[config.mk]
export PLATFORM = sky130hd
export DESIGN_NAME = msi_vector_table_engine_core_flat
export DESIGN_NICKNAME = d
export VERILOG_FILES = /design/src/rtl/mvte_pkg.sv /design/src/rtl/mvte_req_if.sv /design/src/rtl/mvte_rsp_if.sv /design/src/rtl/msi_vector_table_engine_core.sv /design/src/flat_wrapper.sv
export SDC_FILE = /design/constraint.sdc
export NUM_CORES = 2
export LEC_CHECK = 0
export BUFFER_PORTS_ARGS = -buffer_cell sky130_fd_sc_hd__buf_2
export CORE_AREA = 5 5 490 396
export DETAILED_ROUTE_END_ITERATION = 7
export DIE_AREA = 0 0 495 401
export PLACE_DENSITY = 0.73
export SLEW_MARGIN = 25
export SYNTH_ARGS = -nofsm -noshare
export SYNTH_HDL_FRONTEND = slang
export SYNTH_SLANG_ARGS = --single-unit
export TNS_END_PERCENT = 5
[constraint.sdc]
create_clock -name i_clk -period 22.3 [get_ports i_clk]
set_clock_uncertainty 0.2 [all_clocks]
set_input_delay 2.23 -clock i_clk [delete_from_list [all_inputs] [get_ports i_clk]]
set_output_delay 2.23 -clock i_clk [all_outputs]
set_load 0.02 [all_outputs]
[src/rtl/mvte_pkg.sv]
// mvte_pkg: shared types, codes and sizes of the msi vector table engine
// no dependencies; used by the interfaces, the core and the checker

package mvte_pkg;

    // table depth and derived widths
    localparam int MAX_DEVICES = 32;
    localparam int IDX_W       = (MAX_DEVICES > 1) ? $clog2(MAX_DEVICES) : 1;
    localparam int CNT_W       = $clog2(MAX_DEVICES + 1);

    localparam int IRQ_W       = 20;
    localparam int SRC_W       = 21;
    localparam int ADDR_SHIFT  = 16;
    localparam int CFG_IDX_W   = 2;
    localparam int CFG_DATA_W  = 64;

    localparam logic [IRQ_W-1:0] IRQ_FIRST_RESET = 20'h01000;
    localparam logic [IRQ_W-1:0] IRQ_LAST_RESET  = 20'hFFFFF;

    // operations
    localparam logic [1:0] OP_CHANGE    = 2'd0;
    localparam logic [1:0] OP_QUERY     = 2'd1;
    localparam logic [1:0] OP_MSI_WRITE = 2'd2;

    // change function codes
    localparam logic [3:0] FN_MSI     = 4'd1;
    localparam logic [3:0] FN_MSI_ALT = 4'd3;
    localparam logic [3:0] FN_MSIX    = 4'd4;

    // result status
    localparam logic [1:0] ST_OK    = 2'd0;
    localparam logic [1:0] ST_HW    = 2'd1;
    localparam logic [1:0] ST_PARAM = 2'd2;

    // interrupt types
    localparam logic [1:0] IT_NONE = 2'd0;
    localparam logic [1:0] IT_MSI  = 2'd1;
    localparam logic [1:0] IT_MSIX = 2'd2;

    // configuration register indexes
    localparam logic [CFG_IDX_W-1:0] CFG_WINDOW_BASE = 2'd0;
    localparam logic [CFG_IDX_W-1:0] CFG_IRQ_FIRST   = 2'd1;
    localparam logic [CFG_IDX_W-1:0] CFG_IRQ_LAST    = 2'd2;

    typedef struct packed {
        logic [1:0]  operation;
        logic [31:0] device_addr;
        logic [3:0]  function_code;
        logic [11:0] vector_request;
        logic [31:0] sequence_in;
        logic        device_present;
        logic [10:0] interrupt_offset;
        logic [20:0] window_offset;
        logic [13:0] message_data;
    } t_req;

    typedef struct packed {
        logic [1:0]       status;
        logic [11:0]      vector_count;
        logic [31:0]      sequence_out;
        logic [1:0]       interrupt_type;
        logic [63:0]      message_address;
        logic [4:0]       entry_index;
        logic [SRC_W-1:0] source_number;
        logic             edge_triggered;
    } t_rsp;

    typedef struct packed {
        logic [31:0]      key;
        logic [11:0]      vectors;
        logic [IRQ_W-1:0] irq_base;
    } t_entry;

endpackage

[src/rtl/mvte_req_if.sv]
// mvte_req_if: request channel, valid/ready with one request beat
// depends on mvte_pkg for the payload type

interface mvte_req_if;
    logic              valid;
    logic              ready;
    mvte_pkg::t_req    data;

    modport source (output valid, output data, input ready);
    modport sink   (input valid, input data, output ready);
endinterface

[src/rtl/mvte_rsp_if.sv]
// mvte_rsp_if: result channel, valid/ready with one result beat
// depends on mvte_pkg for the payload type

interface mvte_rsp_if;
    logic              valid;
    logic              ready;
    mvte_pkg::t_rsp    data;

    modport source (output valid, output data, input ready);
    modport sink   (input valid, input data, output ready);
endinterface

[src/rtl/msi_vector_table_engine_core.sv]
// msi_vector_table_engine_core: device to interrupt block table of a host bridge
// depends on mvte_pkg, mvte_req_if and mvte_rsp_if
//
// usage
// - i_req carries one request beat: change (find or allocate an entry and
//   give it a block of interrupt numbers), query (base of an entry plus an
//   offset) or msi window write (entry and vector decoded into an irq)
// - o_rsp carries exactly one result beat per request, in request order
// - i_cfg_we / i_cfg_idx / i_cfg_data write the window base, first irq and
//   last irq; writing the first irq also reloads the bump allocator
// - change and query walk the table one entry per cycle through the
//   registered read port
// - one request is in flight at a time; the next is taken once the result
//   sits in the output register, even if the receiver has not taken it
// - reset empties the table at once (entries below the fill count are the
//   only live ones) and restores the register defaults
// - a stalled receiver holds the output beat; the engine finishes the next
//   request and then waits for the output register to drain

module msi_vector_table_engine_core (
    input  logic                                  i_clk,
    input  logic                                  i_rst_n,
    mvte_req_if.sink                              i_req,
    mvte_rsp_if.source                            o_rsp,
    input  logic                                  i_cfg_we,
    input  logic [mvte_pkg::CFG_IDX_W-1:0]        i_cfg_idx,
    input  logic [mvte_pkg::CFG_DATA_W-1:0]       i_cfg_data
);

    typedef enum logic [1:0] {
        S_IDLE,
        S_SCAN,
        S_MSI,
        S_DONE
    } t_state;

    t_state r_state;

    // configuration
    logic [63:0]                    r_win_base;
    logic [mvte_pkg::IRQ_W-1:0]     r_irq_last;
    logic [mvte_pkg::IRQ_W-1:0]     r_next_free;

    // table: entries below r_fill are live, the rest read as empty
    mvte_pkg::t_entry               mem [mvte_pkg::MAX_DEVICES];
    mvte_pkg::t_entry               r_q;
    logic [mvte_pkg::CNT_W-1:0]     r_fill;

    // request being worked
    mvte_pkg::t_req                 r_req;
    logic [1:0]                     r_type;
    logic                           r_msi_in_range;
    logic                           r_msi_live;

    // scan pipeline: read issued one cycle, compared the next
    logic [mvte_pkg::CNT_W-1:0]     r_rd_idx;
    logic                           r_pend;
    logic [mvte_pkg::IDX_W-1:0]     r_pend_idx;

    // result staging and output register
    mvte_pkg::t_rsp                 r_res;
    mvte_pkg::t_rsp                 r_out;
    logic                           r_out_valid;

    // combinational
    logic                           acc;
    logic                           out_load;
    logic [4:0]                     in_ent;
    logic [1:0]                     in_type;
    logic                           in_param_err;
    logic [mvte_pkg::IDX_W-1:0]     rd_addr;
    logic                           scan_hit;
    logic                           scan_end;
    logic                           fill_full;
    logic [mvte_pkg::SRC_W-1:0]     alloc_top;
    logic                           alloc_over;
    logic                           alloc_ok;
    logic                           mem_we;
    logic [mvte_pkg::IDX_W-1:0]     succ_idx;
    mvte_pkg::t_entry               new_entry;
    mvte_pkg::t_rsp                 accept_res;
    mvte_pkg::t_rsp                 scan_res;
    mvte_pkg::t_rsp                 msi_res;
    logic [13:0]                    msi_vec;
    logic [mvte_pkg::IRQ_W-1:0]     msi_base;

    assign acc         = i_req.valid && i_req.ready;
    assign i_req.ready = (r_state == S_IDLE);
    assign o_rsp.valid = r_out_valid;
    assign o_rsp.data  = r_out;

    // staged result moves into the output register once that is free
    assign out_load = (r_state == S_DONE) && (!r_out_valid || o_rsp.ready);

    assign in_ent = i_req.data.window_offset[20:16];

    // decode function code into interrupt type
    always_comb begin
        in_type = mvte_pkg::IT_NONE;
        unique case (i_req.data.function_code)
            mvte_pkg::FN_MSI,
            mvte_pkg::FN_MSI_ALT: in_type = mvte_pkg::IT_MSI;
            mvte_pkg::FN_MSIX:    in_type = mvte_pkg::IT_MSIX;
            default:              in_type = mvte_pkg::IT_NONE;
        endcase
    end

    // requests answered without touching the table
    always_comb begin
        in_param_err = 1'b0;
        if (i_req.data.operation == mvte_pkg::OP_CHANGE) begin
            in_param_err = (in_type == mvte_pkg::IT_NONE) || !i_req.data.device_present;
        end else if (i_req.data.operation != mvte_pkg::OP_QUERY &&
                     i_req.data.operation != mvte_pkg::OP_MSI_WRITE) begin
            in_param_err = 1'b1;
        end
        accept_res        = '0;
        accept_res.status = mvte_pkg::ST_PARAM;
    end

    // one read port: msi entry while idle, scan pointer while scanning
    assign rd_addr = (r_state == S_IDLE) ? mvte_pkg::IDX_W'(in_ent)
                                         : r_rd_idx[mvte_pkg::IDX_W-1:0];

    // scan compare on the data read last cycle
    assign scan_hit  = r_pend && (r_q.key == r_req.device_addr);
    assign scan_end  = (r_rd_idx == r_fill);
    assign fill_full = (r_fill == mvte_pkg::CNT_W'(mvte_pkg::MAX_DEVICES));

    // bump allocator bound, no wrap: base + request - 1 against last irq
    assign alloc_top  = {1'b0, r_next_free} + mvte_pkg::SRC_W'(r_req.vector_request)
                        - mvte_pkg::SRC_W'(1);
    assign alloc_over = alloc_top > {1'b0, r_irq_last};
    assign alloc_ok   = (r_req.operation == mvte_pkg::OP_CHANGE) &&
                        (r_req.vector_request != 12'd0) && !fill_full && !alloc_over;
    assign mem_we     = (r_state == S_SCAN) && !scan_hit && scan_end && alloc_ok;
    assign succ_idx   = scan_hit ? r_pend_idx : r_fill[mvte_pkg::IDX_W-1:0];

    assign new_entry.key      = r_req.device_addr;
    assign new_entry.vectors  = r_req.vector_request;
    assign new_entry.irq_base = r_next_free;

    // result of a change or query once the scan has settled
    always_comb begin
        scan_res = '0;
        if (r_req.operation == mvte_pkg::OP_QUERY) begin
            if (scan_hit) begin
                scan_res.status         = mvte_pkg::ST_OK;
                scan_res.entry_index    = 5'(r_pend_idx);
                scan_res.source_number  = mvte_pkg::SRC_W'(r_q.irq_base)
                                          + mvte_pkg::SRC_W'(r_req.interrupt_offset);
                scan_res.edge_triggered = 1'b1;
            end else begin
                scan_res.status = mvte_pkg::ST_HW;
            end
        end else if (r_req.vector_request == 12'd0) begin
            // zero request only checks that the device has an entry
            if (scan_hit) begin
                scan_res.status      = mvte_pkg::ST_OK;
                scan_res.entry_index = 5'(r_pend_idx);
            end else begin
                scan_res.status = mvte_pkg::ST_HW;
            end
        end else if ((scan_hit && r_q.vectors != r_req.vector_request) ||
                     (!scan_hit && !alloc_ok)) begin
            scan_res.status = mvte_pkg::ST_HW;
        end else begin
            scan_res.status          = mvte_pkg::ST_OK;
            scan_res.vector_count    = r_req.vector_request;
            scan_res.sequence_out    = r_req.sequence_in + 32'd1;
            scan_res.interrupt_type  = r_type;
            scan_res.message_address = r_win_base |
                                       (64'(succ_idx) << mvte_pkg::ADDR_SHIFT);
            scan_res.entry_index     = 5'(succ_idx);
        end
    end

    // msi window write: entry base plus decoded vector
    assign msi_vec  = r_req.window_offset[15:2] | r_req.message_data;
    assign msi_base = r_msi_live ? r_q.irq_base : '0;

    always_comb begin
        msi_res             = '0;
        msi_res.entry_index = r_req.window_offset[20:16];
        if (r_msi_in_range) begin
            msi_res.status        = mvte_pkg::ST_OK;
            msi_res.source_number = mvte_pkg::SRC_W'(msi_base) + mvte_pkg::SRC_W'(msi_vec);
        end else begin
            msi_res.status = mvte_pkg::ST_HW;
        end
    end

    // table memory, one write and one registered read per cycle
    always_ff @(posedge i_clk) begin
        if (mem_we) begin
            mem[r_fill[mvte_pkg::IDX_W-1:0]] <= new_entry;
        end
        r_q <= mem[rd_addr];
    end

    // control, configuration and output register
    always_ff @(posedge i_clk) begin
        if (!i_rst_n) begin
            r_state     <= S_IDLE;
            r_out_valid <= 1'b0;
            r_fill      <= '0;
            r_pend      <= 1'b0;
            r_rd_idx    <= '0;
            r_win_base  <= '0;
            r_irq_last  <= mvte_pkg::IRQ_LAST_RESET;
            r_next_free <= mvte_pkg::IRQ_FIRST_RESET;
        end else begin
            if (out_load) begin
                r_out_valid <= 1'b1;
            end else if (o_rsp.valid && o_rsp.ready) begin
                r_out_valid <= 1'b0;
            end

            if (i_cfg_we) begin
                unique case (i_cfg_idx)
                    mvte_pkg::CFG_WINDOW_BASE: r_win_base  <= i_cfg_data;
                    mvte_pkg::CFG_IRQ_FIRST:   r_next_free <= i_cfg_data[mvte_pkg::IRQ_W-1:0];
                    mvte_pkg::CFG_IRQ_LAST:    r_irq_last  <= i_cfg_data[mvte_pkg::IRQ_W-1:0];
                    default: ;
                endcase
            end

            unique case (r_state)
                S_IDLE: begin
                    if (acc) begin
                        r_req  <= i_req.data;
                        r_type <= in_type;
                        if (in_param_err) begin
                            r_res   <= accept_res;
                            r_state <= S_DONE;
                        end else if (i_req.data.operation == mvte_pkg::OP_MSI_WRITE) begin
                            r_msi_in_range <= 32'(in_ent) < 32'(mvte_pkg::MAX_DEVICES);
                            r_msi_live     <= 32'(in_ent) < 32'(r_fill);
                            r_state        <= S_MSI;
                        end else begin
                            r_rd_idx <= '0;
                            r_pend   <= 1'b0;
                            r_state  <= S_SCAN;
                        end
                    end
                end
                S_SCAN: begin
                    if (scan_hit || scan_end) begin
                        r_res <= scan_res;
                        if (mem_we) begin
                            r_fill      <= r_fill + mvte_pkg::CNT_W'(1);
                            r_next_free <= r_next_free
                                           + mvte_pkg::IRQ_W'(r_req.vector_request);
                        end
                        r_pend  <= 1'b0;
                        r_state <= S_DONE;
                    end else begin
                        r_pend     <= 1'b1;
                        r_pend_idx <= r_rd_idx[mvte_pkg::IDX_W-1:0];
                        r_rd_idx   <= r_rd_idx + mvte_pkg::CNT_W'(1);
                    end
                end
                S_MSI: begin
                    r_res   <= msi_res;
                    r_state <= S_DONE;
                end
                S_DONE: begin
                    // hand over once the output register is free
                    if (out_load) begin
                        r_out   <= r_res;
                        r_state <= S_IDLE;
                    end
                end
                default: r_state <= S_IDLE;
            endcase
        end
    end

endmodule

[src/flat_wrapper.sv]
// flat-port wrapper written by rule: the top's interface ports become plain ports
module msi_vector_table_engine_core_flat 
  (i_clk, i_rst_n, i_cfg_we, i_cfg_idx, i_cfg_data, i_req_valid, i_req_data, i_req_ready, o_rsp_valid, o_rsp_data, o_rsp_ready);
  mvte_req_if i_req_i ();
  mvte_rsp_if o_rsp_i ();
  input  logic i_clk;
  input  logic i_rst_n;
  input  logic i_cfg_we;
  input  logic [mvte_pkg::CFG_IDX_W-1:0] i_cfg_idx;
  input  logic [mvte_pkg::CFG_DATA_W-1:0] i_cfg_data;
  input wire logic [$bits(i_req_i.valid)-1:0] i_req_valid;
  input wire logic [$bits(i_req_i.data)-1:0] i_req_data;
  output wire logic [$bits(i_req_i.ready)-1:0] i_req_ready;
  output wire logic [$bits(o_rsp_i.valid)-1:0] o_rsp_valid;
  output wire logic [$bits(o_rsp_i.data)-1:0] o_rsp_data;
  input wire logic [$bits(o_rsp_i.ready)-1:0] o_rsp_ready;
  assign i_req_i.valid = i_req_valid;
  assign i_req_i.data = i_req_data;
  assign i_req_ready = i_req_i.ready;
  assign o_rsp_valid = o_rsp_i.valid;
  assign o_rsp_data = o_rsp_i.data;
  assign o_rsp_i.ready = o_rsp_ready;
  msi_vector_table_engine_core u_core (.i_clk(i_clk), .i_rst_n(i_rst_n), .i_req(i_req_i), .o_rsp(o_rsp_i), .i_cfg_we(i_cfg_we), .i_cfg_idx(i_cfg_idx), .i_cfg_data(i_cfg_data));
endmodule
==> summary.md <==
| Metric | Value |
|---|---|
| Fillers | 13,100 |
| Area Overhead vs Synth | 13.0% |
| CTS Hold Buffers Added | 0 |
| Worst slew pin tran | 1.13 ns |
| Mapped Nets | 6,123 |
| Drt wl/cell | 28.1 um |
| Pre-CTS setup slack | 13.43 ns |
| Maximum resistive drop on vdd | 0.0000981 V |
| Fin cells | 9,001 |
| #FFs+latches synth | 2,640 |
| Max Slew Vio Count | 0 |
| Die boundary height | 401 um |
| RSZ-0062 raised after global routing | false |
| Synth Area per Inst | 17.7 um^2 |
| Fmax | 0.111 GHz |
| Leakage power | 39.2 nW |
| Setup_tns | 0 ns |
| Root buffer cell | clkbuf_16 |
| Hold Vio Cnt, Final | 0 |
| Routed wire length | 253,000 um |
| Post-synth top area share | 71.6% |
| Max-slew headroom | 24.3% |
| Largest area contributor in the netlist | edfxtp_1 |
| Max_cap viols | 0 |
| Period utilization | 40.5% |
| Final ANT Viol Nets | 0 |
| R2r worst-path depth | 24 |
| TritonCTS clock tree | built |
| Vias | 55,800 |
| Asr flop ratio synth | 0% |
| H-Tree Depth | 4 |
| Initial Util | 54.6% |
| Vias in the first global route | 55,500 |
| Synth Flop Type | edfxtp_1 |
| CP Data Required Time | 22.57 ns |
| Post-cts resize count | 0 |
| Placed insts | 8,531 |
| Synth area leaders | edfxtp_1 (72%), mux4_2 (11%), dfxtp_1 (3.6%) |
| Post-synthesis mux area share | 11.5% |
| Setup repair bufs after CTS | 0 |
| Post-synthesis compound-gate area fraction | 2.05% |
| Post-Synth XOR/XNOR Area | 1.10% |
| Worst hold path type | register to register |
| Port Buffer Count | 338 |
| Main combinational cell family by area after synthesis | multiplexers |
| Worst-path fanout max | 47 |
| CTS clk-pin slew, worst paths | 0.07 ns |
| Share of cells above drive strength 1 | 22.1% |
| Setup crit end kind | register |
| # rows | 143 |
| Status | completed |
| GP Congestion | 0.850 |
| Die area | 198,000 um^2 |
| Largest net degree at the start of global routing | 148 |
| Crit Path Class | register to register |
| Worst skew pair latency | 0.88 ns |
| # nets final | 6,559 |
| WHS | 0.190 ns |
| Via-to-Cell Ratio | 6.20 |
| DRT Pass-1 Iters | 6 |
| Simple-Gate Fraction of Synth Area | 7.25% |
| DRC | 0 |
| Final setup margin | 13.26 ns |
| Synth Area in Adders | 1.44% |
| Final setup viols | 0 |
| Most common cell in the netlist | edfxtp_1 |
| Seq/Total Area, Yosys | 75.2% |
| Total GRT Usage | 25.3% |
| Top Ports | 341 |
| Pwr dens | 110 nW/um^2 |
| Syn. warnings | 0 |
| DP HPWL | 132,000 um |
| Worst Hold Path Cells | 0 |
| Design Power | 12.7 mW |
| Initial antenna violation count | 17 |
| CP arrival | 9.31 ns |
| CTS Buf Count | 235 |
| Number of synthesized flops with an enable pin | 2,456 |
| GR Overflow Total | 0 |
| Chip width | 495 um |
| Synthesized instance count | 5,807 |
| Area of the multi-input gates | 24,400 um^2 |
| FF/Latch Area | 77,400 um^2 |
| First-pass GRT wire length | 370,000 um |
| Synth Cell Area | 103,000 um^2 |
| Shortest period the worst path allows | 9.04 ns |
| CTS sink cnt | 2,640 |
| Iteration-0 DRC Markers | 7,692 |
| Most frequent cells after synthesis | edfxtp_1 (2,456), nand2_1 (816), mux4_2 (512), nand3_1 (429), dfxtp_1 (184) |
| Core area | 189,000 um^2 |
| Bufs on Longest Clock Path | 3 |
| CP startpoint kind | register |
| Yosys cell types | 68 |
## placed cells by master, fill, tap and decap left out, drive strengths merged, types with 126 or more instances in the layout
cell and instances:
dfxtp 184, nand3 429, a21oi 133, edfxtp 2456
mux4 512, clkbuf 314, inv 126, nand2 816
nor2 127, buf 479
## path summary, 6_finish.rpt
kind	slack [ns]	endpoint	startpoint
worst min register to register	0.19	u_core.o_rsp.data[96]	u_core.r_res[96]
worst min-delay path	0.19	u_core.o_rsp.data[96]	u_core.r_res[96]
worst max register to register	13.26	u_core.mem[20][37]	u_core.new_entry[25]
worst max-delay path	13.26	u_core.mem[20][37]	u_core.new_entry[25]
## kinds of logic (layout without fill, tap and decap cells)
logic type,count (synthesis),after routing
compound gates,329,329
xor+xnor,129,129
fa+ha+maj,116,116
buf+inv,396,1039
flops,2640,2640
mux,543,543
other cells,0,14
simple gates,1654,1654
## per-stage QoR
step                      instance area [um^2]  util (%)
after global routing                    116000      61.7
after detailed placement                108000      57.3
final                                   116000      61.7
after global placement                  108000      57.3
after CTS                               116000      61.5
after floorplan                         103000         -
## metal layers
metal | track usage [%] | routed length, um | up-vias
met4 | 7.35 | 7290 | 4
met2 | 39.6 | 121000 | 3082
met1 | 36.3 | 99300 | 28700
met5 | 0 | 28 | -
li1 | - | - | 23500
met3 | 5.48 | 25300 | 437
## sequential cells by signal (all words and copies together), names as in the netlist, 2 cells and up
| signal | flops |
|---|---|
| u_core.mem | 2048 |
| u_core.r_q | 64 |
| u_core.r_res | 139 |
| u_core.r_next_free | 20 |
| u_core.r_type | 2 |
| u_core.r_state | 2 |
| u_core.r_fill | 6 |
| u_core.r_irq_last | 20 |
| u_core.o_rsp.data | 139 |
| u_core.r_win_base | 64 |
| u_core.r_req | 73 |
| u_core.new_entry | 44 |
| u_core.r_rd_idx | 6 |
| u_core.msi_res | 5 |
| u_core.r_pend_idx | 5 |
## power breakdown
part           internal, mW  leakage [nW]  switching (mW)
clock network          2.31          3.82            1.80
logic                  1.12          11.5            1.69
registers              5.71          23.8           0.102
total                  9.15          39.2            3.59
## area by class of cell
type | count | area share, %
Antenna cell | 14 | 0.0301
Clock buffer | 314 | 5.46
Inverter | 116 | 0.374
Tap cell | 2537 | 2.73
Timing Repair Buffer | 479 | 2.57
Multi-Input combinational cell | 2771 | 21.0
Sequential cell | 2640 | 66.6
Clock inverter | 130 | 1.31
## critical path: stages (launching register included)
cell	delay, ns
edfxtp_1	0.32
buf_4	0.36
inv_1	0.14
ha_1	0.38
inv_1	0.06
ha_1	0.33
a21oi_1	0.23
o21ai_0	0.14
a211o_1	0.40
a2111oi_0	0.74
o21ai_0	0.35
o21a_1	0.25
nor2_1	0.10
xnor2_1	0.08
ha_1	0.30
nand3_1	0.11
nor4_1	0.39
a21o_1	0.26
and3_1	0.17
o21a_1	0.21
or4b_1	0.62
a21oi_2	0.36
nand2_1	0.37
nor2_4	0.82
buf_4	0.93
Power figures use the tool's default switching activity.
